<file path="config.mk">
export PLATFORM = sky130hd
export DESIGN_NAME = unsigned_restoring_divider
export DESIGN_NICKNAME = d
export VERILOG_FILES = /design/src/rtl/urd_pkg.sv /design/src/rtl/unsigned_restoring_divider.sv /design/src/rtl/urd_datapath.sv /design/src/rtl/urd_ctrl.sv
export SDC_FILE = /design/constraint.sdc
export NUM_CORES = 1
export LEC_CHECK = 0
export BUFFER_PORTS_ARGS = -buffer_cell sky130_fd_sc_hd__buf_2
export CAP_MARGIN = 15
export CORE_MARGIN = 3
export CORE_UTILIZATION = 30
export CTS_BUF_LIST = sky130_fd_sc_hd__clkbuf_2
export DETAILED_ROUTE_END_ITERATION = 7
export PLACE_DENSITY = 0.47
export SYNTH_ARGS = -nofsm -noshare
export SYNTH_HDL_FRONTEND = slang
export SYNTH_SLANG_ARGS = --single-unit
</file>
<file path="constraint.sdc">
create_clock -name clock -period 23.1 [get_ports clock]
set_clock_uncertainty 0.2 [all_clocks]
set_input_delay 3.465 -clock clock [delete_from_list [all_inputs] [get_ports clock]]
set_output_delay 3.465 -clock clock [all_outputs]
set_load 0.01 [all_outputs]
</file>
<file path="src/rtl/urd_pkg.sv">
// shared constants and types of the restoring divider
`default_nettype none

package urd_pkg;

   // operand width used by the arithmetic, 2 to 64
   localparam int DATA_WIDTH  = 64;
   // width of the port fields
   localparam int FIELD_WIDTH = 64;
   // step counter width
   localparam int CNT_WIDTH   = $clog2(DATA_WIDTH);
   localparam logic [CNT_WIDTH-1:0] CNT_LAST = CNT_WIDTH'(DATA_WIDTH - 1);

   typedef enum logic [1:0] {
      ST_IDLE,
      ST_BUSY,
      ST_WAIT
   } state_type;

   // controller to datapath
   typedef struct packed {
      logic load;
      logic load_zero;
      logic step;
      logic to_out;
   } cmd_type;

   // datapath to controller
   typedef struct packed {
      logic divisor_zero;
      logic last;
   } status_type;

endpackage

`default_nettype wire

</file>
<file path="src/rtl/unsigned_restoring_divider.sv">
// unsigned radix-2 restoring divider, top level
//
// usage:
//   req channel (req_valid/req_ready) takes dividend and divisor, one
//   transaction at a time; rsp channel (rsp_valid/rsp_ready) returns
//   quotient, remainder and divide_by_zero, one transaction per request.
//   a zero divisor gives an all-ones quotient, zero remainder and the flag.
// operation:
//   the shared subtractor produces one quotient bit per cycle, so a nonzero
//   divisor takes DATA_WIDTH steps (64), after which the result moves to the
//   output register once it is free and rsp_valid rises; a zero divisor skips
//   the steps and goes straight to that move.
//   a new request is taken the cycle after the result moves out, so a new
//   transaction is not accepted until the previous one has moved out.
// reset:
//   synchronous, active high; clears the state machine and rsp_valid.
// stall:
//   a result held by rsp_ready low stays in the output register while the
//   next division runs; that division then waits until the register frees.
`default_nettype none

module unsigned_restoring_divider (
   input  wire logic                            clock,
   input  wire logic                            reset,
   input  wire logic                            req_valid,
   output logic                                 req_ready,
   input  wire logic [urd_pkg::FIELD_WIDTH-1:0] req_dividend,
   input  wire logic [urd_pkg::FIELD_WIDTH-1:0] req_divisor,
   output logic                                 rsp_valid,
   input  wire logic                            rsp_ready,
   output logic      [urd_pkg::FIELD_WIDTH-1:0] rsp_quotient,
   output logic      [urd_pkg::FIELD_WIDTH-1:0] rsp_remainder,
   output logic                                 rsp_divide_by_zero
);

   urd_pkg::cmd_type    cmd;
   urd_pkg::status_type status;

   urd_ctrl u_ctrl (
      .clock     (clock),
      .reset     (reset),
      .req_valid (req_valid),
      .req_ready (req_ready),
      .rsp_valid (rsp_valid),
      .rsp_ready (rsp_ready),
      .status    (status),
      .cmd       (cmd)
   );

   urd_datapath u_datapath (
      .clock              (clock),
      .req_dividend       (req_dividend),
      .req_divisor        (req_divisor),
      .cmd                (cmd),
      .status             (status),
      .rsp_quotient       (rsp_quotient),
      .rsp_remainder      (rsp_remainder),
      .rsp_divide_by_zero (rsp_divide_by_zero)
   );

endmodule

`default_nettype wire

</file>
<file path="src/rtl/urd_datapath.sv">
// operand, partial remainder, quotient and output registers of the divider
`default_nettype none

module urd_datapath (
   input  wire logic                              clock,
   input  wire logic [urd_pkg::FIELD_WIDTH-1:0]   req_dividend,
   input  wire logic [urd_pkg::FIELD_WIDTH-1:0]   req_divisor,
   input  wire urd_pkg::cmd_type                  cmd,
   output urd_pkg::status_type                    status,
   output logic      [urd_pkg::FIELD_WIDTH-1:0]   rsp_quotient,
   output logic      [urd_pkg::FIELD_WIDTH-1:0]   rsp_remainder,
   output logic                                   rsp_divide_by_zero
);

   localparam int DW = urd_pkg::DATA_WIDTH;

   logic [DW-1:0]                 num_ff, num_in;
   logic [DW-1:0]                 den_ff, den_in;
   logic [DW-1:0]                 part_ff, part_in;
   logic [DW-1:0]                 quo_ff, quo_in;
   logic                          dbz_ff, dbz_in;
   logic [urd_pkg::CNT_WIDTH-1:0] cnt_ff, cnt_in;
   logic [DW-1:0]                 out_quo_ff, out_rem_ff;
   logic                          out_dbz_ff;

   logic [DW:0] shifted;
   logic [DW:0] diff;
   logic        fits;

   // one restoring step: shift in the next dividend bit, trial subtract
   assign shifted = {part_ff, num_ff[DW-1]};
   assign diff    = shifted - {1'b0, den_ff};
   assign fits    = ~diff[DW];

   // next values of the working registers
   always_comb begin
      num_in  = num_ff;
      den_in  = den_ff;
      part_in = part_ff;
      quo_in  = quo_ff;
      dbz_in  = dbz_ff;
      cnt_in  = cnt_ff;
      if (cmd.load) begin
         num_in  = req_dividend[DW-1:0];
         den_in  = req_divisor[DW-1:0];
         part_in = '0;
         quo_in  = '0;
         dbz_in  = 1'b0;
         cnt_in  = '0;
      end else if (cmd.load_zero) begin
         part_in = '0;
         quo_in  = '1;
         dbz_in  = 1'b1;
      end else if (cmd.step) begin
         num_in  = {num_ff[DW-2:0], 1'b0};
         part_in = fits ? diff[DW-1:0] : shifted[DW-1:0];
         quo_in  = {quo_ff[DW-2:0], fits};
         cnt_in  = cnt_ff + 1'b1;
      end
   end

   always_ff @(posedge clock) begin
      num_ff  <= num_in;
      den_ff  <= den_in;
      part_ff <= part_in;
      quo_ff  <= quo_in;
      dbz_ff  <= dbz_in;
      cnt_ff  <= cnt_in;
   end

   // output register, loaded when the result moves out
   always_ff @(posedge clock) begin
      if (cmd.to_out) begin
         out_quo_ff <= quo_ff;
         out_rem_ff <= part_ff;
         out_dbz_ff <= dbz_ff;
      end
   end

   // status toward the controller
   assign status.divisor_zero = (req_divisor[DW-1:0] == '0);
   assign status.last         = (cnt_ff == urd_pkg::CNT_LAST);

   assign rsp_quotient       = urd_pkg::FIELD_WIDTH'(out_quo_ff);
   assign rsp_remainder      = urd_pkg::FIELD_WIDTH'(out_rem_ff);
   assign rsp_divide_by_zero = out_dbz_ff;

endmodule

`default_nettype wire

</file>
<file path="src/rtl/urd_ctrl.sv">
// sequencing state machine of the divider
`default_nettype none

module urd_ctrl (
   input  wire logic                clock,
   input  wire logic                reset,
   input  wire logic                req_valid,
   output logic                     req_ready,
   output logic                     rsp_valid,
   input  wire logic                rsp_ready,
   input  wire urd_pkg::status_type status,
   output urd_pkg::cmd_type         cmd
);

   urd_pkg::state_type state_ff, state_in;
   logic               rsp_valid_ff, rsp_valid_in;

   always_ff @(posedge clock) begin
      if (reset) begin
         state_ff     <= urd_pkg::ST_IDLE;
         rsp_valid_ff <= 1'b0;
      end else begin
         state_ff     <= state_in;
         rsp_valid_ff <= rsp_valid_in;
      end
   end

   // next state and commands
   always_comb begin
      state_in  = state_ff;
      req_ready = 1'b0;
      cmd       = '0;
      case (state_ff)
         urd_pkg::ST_IDLE: begin
            req_ready = 1'b1;
            if (req_valid) begin
               if (status.divisor_zero) begin
                  cmd.load_zero = 1'b1;
                  state_in      = urd_pkg::ST_WAIT;
               end else begin
                  cmd.load = 1'b1;
                  state_in = urd_pkg::ST_BUSY;
               end
            end
         end
         urd_pkg::ST_BUSY: begin
            cmd.step = 1'b1;
            if (status.last) begin
               state_in = urd_pkg::ST_WAIT;
            end
         end
         urd_pkg::ST_WAIT: begin
            // move result out once the output register is free
            if (!rsp_valid_ff || rsp_ready) begin
               cmd.to_out = 1'b1;
               state_in   = urd_pkg::ST_IDLE;
            end
         end
         default: begin
            state_in = urd_pkg::ST_IDLE;
         end
      endcase
   end

   // output valid holds until the transaction completes
   assign rsp_valid_in = cmd.to_out | (rsp_valid_ff & ~rsp_ready);
   assign rsp_valid    = rsp_valid_ff;

endmodule

`default_nettype wire

</file>
After elaboration in Yosys (flattened, before gate mapping)
Cells that the tools add are included.
{"block": "op_classes", "addsub": 2, "n_eq_ne": 7, "mux": 19, "n_bitwise": 5, "n_reduce_logical": 10}
{"op": "$mux W64", "count": 6}
{"op": "$sub A65 B64 Y65", "count": 1}
{"op": "$logic_not A64 Y1", "count": 1}
{"op": "$mux W2", "count": 6}
{"op": "$add A6 B1 Y6 const B", "count": 1}
{"op": "$eq A6 B6 Y1 const B", "count": 1}
{"op": "$mux W1", "count": 6}
{"op": "$pmux W2 S3", "count": 1}
{"op": "$ne A2 B1 Y1 const B", "count": 2}
{"op": "$ne A2 B2 Y1 const B", "count": 2}
{"op": "$reduce_and A2 Y1", "count": 2}
{"op": "$reduce_bool A2 Y1", "count": 2}
{"op": "$not A1 Y1", "count": 3}
{"op": "$reduce_and A3 Y1", "count": 1}
{"op": "$eq A2 B1 Y1 const B", "count": 1}
{"op": "$eq A2 B2 Y1 const B", "count": 1}
{"op": "$logic_not A2 Y1", "count": 1}
{"op": "$reduce_or A2 Y1", "count": 1}
{"op": "$and A1 B1 Y1", "count": 1}
{"op": "$logic_not A1 Y1", "count": 1}
{"op": "$logic_or A1 B1 Y1", "count": 1}
{"op": "$or A1 B1 Y1", "count": 1}
{"block": "word_totals", "ff_bits": 395, "inputBits": 132, "word_cells": 54}

Depth between registers and ports, before layout
{"block": "depth", "depth_word": 6, "mapped_depth": 15, "mapped_depth_nobuf": 14}

Cells and area by module
A second synthesis with hierarchy kept.
{"block": "unflattened", "hier_cells": 1654, "hier_area_um2": 18445.2}
{"mod": "urd_datapath", "n_inst": 1, "cells_each": 1636, "area_per_inst_um2": 18271.3}
{"mod": "urd_ctrl", "n_inst": 1, "cells_each": 18, "area_per_inst_um2": 173.9}

Worst setup path before layout
No wires, ideal clock.
{"block": "synth_timing", "path_kind": "input-to-reg", "startpoint": "in rsp_ready", "endpoint": "reg u_datapath.out_dbz_ff (netlist: u_datapath.rsp_divide_by_zero), enable pin", "setup_ps": 634, "arrival_time_ps": 9284, "t_required_ps": 22266, "slack_ps": 12982, "cell_stages": 2, "path_buffers": 0, "path_cell_list": "nand2b_1 > nor2b_1"}
{"item": "start: declaration", "line": "unsigned_restoring_divider.sv:30", "source": "input wire logic rsp_ready,"}
{"item": "end signal: assignment", "line": "urd_datapath.sv:76", "source": "out_dbz_ff <= dbz_ff;"}
{"item": "end: declaration", "line": "urd_datapath.sv:24", "source": "logic out_dbz_ff;"}

Worst setup path after layout
{"block": "layout_timing", "startpoint": "in req_divisor[48] (netlist bit)", "endpoint": "reg u_datapath.num_ff[39] (data pin)"}
{"block": "layout_between", "elab_chain_cells": 5}
{"item": "start: declaration", "line": "unsigned_restoring_divider.sv:28", "source": "input wire logic [urd_pkg::FIELD_WIDTH-1:0] req_divisor,"}
{"item": "$logic_not A64 Y1", "line": "urd_datapath.sv:81", "source": "assign status.divisor_zero = (req_divisor[DW-1:0] == '0);"}
{"item": "$mux W1", "line": "urd_ctrl.sv:37", "source": "if (status.divisor_zero) begin"}
{"item": "$mux W2", "line": "urd_ctrl.sv:36", "source": "if (req_valid) begin"}
{"item": "$mux W2", "line": "urd_ctrl.sv:33", "source": "case (state_ff)"}
{"item": "$mux W64", "line": "urd_datapath.sv:43", "source": "if (cmd.load) begin"}
{"item": "named net u_datapath.num_in[39]", "line": "urd_datapath.sv:17", "source": "logic [DW-1:0] num_ff, num_in;"}
{"item": "end signal: assignment", "line": "urd_datapath.sv:63", "source": "num_ff <= num_in;"}
{"item": "end: declaration", "line": "urd_datapath.sv:17"}
The timed path passes the listed nets, and every way through them passes these cells.
A chain may end at the register's enable or synchronous reset.

==> summary.md <==
| Metric | Value |
|---|---|
| Status | `finished, final reports clean` |
| HP Start | `u_datapath.quo_ff[31]` |
| Resized Gates After CTS | `0` |
| DRC | `0` |
| Worst Path Arrival | `6.57 ns` |
| TritonCTS buffer count | `106` |
| Leakage power | `8.28 nW` |
| Die Area | `61400 um2` |
| Worst r2r src | `u_datapath.num_ff[63]` |
| Reg2reg end | `u_datapath.part_ff[47]` |
| Min Tclk post-route | `5.93 ns` |
| Synth area leaders | `edfxtp_1, dfxtp_1, ha_1` |
| Number of synthesized flops with an enable pin | `257` |
| Die Y | `248 um` |
| Post-CTS setup repair buffer count | `0` |
| Worst Path Max Fanout | `75` |
| Cell Rows | `87` |
| Worst Path Required | `23.74 ns` |
| Final setup fails | `0` |
| Overflow after GRT | `0` |
| Gr usage total | `16.0%` |
| Drt wl/cell | `18.5 um` |
| Ports | `263` |
| Drt pass-1 iters | `5` |
| Via/cell ratio | `4.82` |
| Clk root buf | `clkbuf_2` |
| Final TNS setup | `0 ns` |
| Synth area leader | `edfxtp_1` |
| Layout Nets | `2009` |
| Core area | `57100 um2` |
| Switching power | `801 uW` |
| PwrDens | `103 nW/um2` |
| Flops & latches, synth | `395` |
| Hold path depth | `0` |
| YS warnings | `0` |
| RSZ-0062 raised after global routing | `false` |
| Net Sw Frac | `37.3%` |
| VDD IR-drop max | `0.0000481 V` |
| Area grow syn2layout | `18.3%` |
| Routed vias | `12800` |
| Register-to-register setup slack | `18.07 ns` |
| Hold WC Path Type | `reg -> reg` |
| Startpoint types | `input port` |
| Final hold viol count | `0` |
| Initial DRC Count | `721` |
| Clk buf depth | `3` |
| Clock sink count | `395` |
| Number of global-route vias before repair | `13000` |
| Average size of a mapped cell | `11.7 um2` |
| Share of the synthesized area in the top cell type | `44.0%` |
| Sequential fraction of the synthesis area | `59.8%` |
| Cells after Synth | `1495` |
| Die Wd | `248 um` |
| Worst skew pair latency | `1.13 ns` |
| Fmax | `169 MHz` |
| CTS tree | `yes` |
| Combinational Power Share | `32.9%` |
| Ys flop type | `edfxtp_1` |
| Least-Margin Pin Slew | `1.14 ns` |
| Worst-path clk slew | `0.10 ns` |
| # H-tree levels | `3` |
| Largest net degree at the start of global routing | `82` |
| Cell variety after synth | `64` |
| Part of the cycle the worst path needs | `25.7%` |
| Syn_nets | `1693` |
| Port Buf Inserts | `262` |
| Hold Slack | `0.212 ns` |
| Async S/R FF share, synth | `0%` |
| Sequential power share | `43.1%` |
| CTS Hold Bufs | `0` |
| First-pass GRT wire length | `75.2 mm` |
| Initial antenna violation count | `10` |
| Slew Viols, Final | `0` |
| Initial core utilization | `30.7%` |
| Crit. End Element | `register` |
| Layout cells sized above 1 | `28.3%` |
| Worst reg2reg path depth | `14` |
| Relative slew margins | `23.9%` |
| Overall routed net length | `49.3 mm` |
| GP Congestion | `0.842` |
| Max Cap Viol | `0` |
| Setup CP Type | `in -> reg` |
| Hold endpoint | `u_datapath.rsp_quotient[31]` |
| Mapped Area | `17500 um2` |
| Dpl hpwl | `34.6 mm` |
| Detail Route Antenna Nets | `0` |
| Pint | `1.34 mW` |
| Clock group share of total power | `24.1%` |
cells by family after synthesis:
group | Yosys count | share of synthesized area (%)
adder cells (fa/ha/maj) | 66 | 4.75
buffers and inverters | 143 | 3.27
multiplexers | 101 | 6.24
AND/OR/NAND/NOR | 331 | 8.74
XOR/XNOR | 63 | 3.23
flip-flops | 395 | 59.8
AO/OA/AOI/OAI | 396 | 14.0
metrics by stage:
stage | worst slack, ns | power, mW | utilization (%) | cells | area, um2
after floorplan | 12.98 | 1.46 | - | 1495 | 17500
after global placement | 15.97 | 1.64 | 34.4 | 2458 | 19700
after detailed placement | 15.91 | 1.65 | 34.4 | 2458 | 19700
after CTS | 17.26 | 2.18 | 36.2 | 2654 | 20700
after global routing | 17.13 | 2.31 | 36.3 | 2660 | 20700
final | 17.17 | 2.15 | 36.3 | 2662 | 20700
worst max path at each step:
stage	end	depth (start not counted)	slack [ns]	start
floorplan	u_datapath.rsp_divide_by_zero	2	12.98	rsp_ready
global placement	u_datapath.num_ff[55]	8	15.97	req_divisor[52]
detailed placement	u_datapath.num_ff[54]	8	15.91	req_divisor[52]
CTS	u_datapath.num_ff[51]	8	17.26	req_divisor[52]
global route	u_datapath.num_ff[41]	8	17.13	req_divisor[52]
finish	u_datapath.num_ff[39]	8	17.17	req_divisor[48]
final cells by class:
| class | count | area (um2) |
|---|---|---|
| Antenna cell | 7 | 17.5 |
| Fill cell | 5784 | 36400 |
| Inverter | 73 | 274 |
| Timing Repair Buffer | 278 | 1440 |
| Clock buffer | 162 | 811 |
| Sequential cell | 395 | 10500 |
| Multi-Input combinational cell | 957 | 6560 |
| Tap cell | 756 | 946 |
| Clock inverter | 34 | 219 |
registers in the layout, summed over array words and instances (netlist names), 2 cells and up:
register and cells:
u_datapath.num_ff 64, u_datapath.cnt_ff 6, u_datapath.quo_ff 64, u_datapath.part_ff 64, u_datapath.rsp_quotient 64, u_datapath.den_ff 64, u_datapath.rsp_remainder 64, u_ctrl.state_ff 2
cell usage after synthesis, drive strengths merged (3+ instances only):
master and instances:
edfxtp 257, dfxtp 138, a21oi 132, nand2 110, o21ai 106, nor2 92
inv 73, mux2 66, ha 65, clkbuf 53, mux2i 35, o22ai 33
xor2 32, a221o 31, xnor2 31, nand3 28, nor4 23, nand4 18
a21o 17, buf 17, nand2b 16, a31oi 11, nor2b 9, o21a 9
and2 8, nor3 8, o21bai 8, and3 7, a211oi 6, or3 6
a32oi 5, o211ai 5, a21boi 4, o31ai 4, a21bo 3, a22oi 3
o41ai 3
worst max-delay path, stage by stage:
cell,delay (ns)
buf_2,0.11
nor4_1,0.69
nand4_1,0.26
nor4_2,0.69
nor2_4,0.07
buf_4,0.35
buf_4,0.49
mux2_2,0.38
layout by cell type (no fill, tap or decap), types with 9 or more instances in the layout:
cell,instances
a21oi_1,131
mux2i_1,35
edfxtp_1,257
nor2_1,90
xor2_1,31
nand4_1,18
o21ai_0,97
xnor2_1,30
clkbuf_2,162
a31oi_1,11
a221o_1,31
o21a_1,9
nand3_1,28
buf_4,15
ha_1,65
dfxtp_1,138
inv_1,73
nor4_1,21
clkinv_1,22
nand2b_1,15
a21o_1,17
mux2_2,66
nand2_1,110
o22ai_1,33
buf_2,262
layer usage:
layer / vias up / routed length [um] / track usage (%)
met5: - / 71 / 0
met4: 12 / 1240 / 5.56
met3: 91 / 3080 / 5.19
met2: 318 / 23300 / 25.7
met1: 6119 / 21700 / 20.2
li1: 6294 / - / -
power groups by stage:
stage / Sequential (mW) / Clock (mW) / Combinational, mW
floorplan: 0.911 / 0 / 0.547
global placement: 0.940 / 0 / 0.700
detailed placement: 0.941 / 0 / 0.705
CTS: 0.925 / 0.546 / 0.708
global route: 0.937 / 0.586 / 0.789
finish: 0.924 / 0.517 / 0.705
No activity file was read; power rests on OpenSTA's default activity.
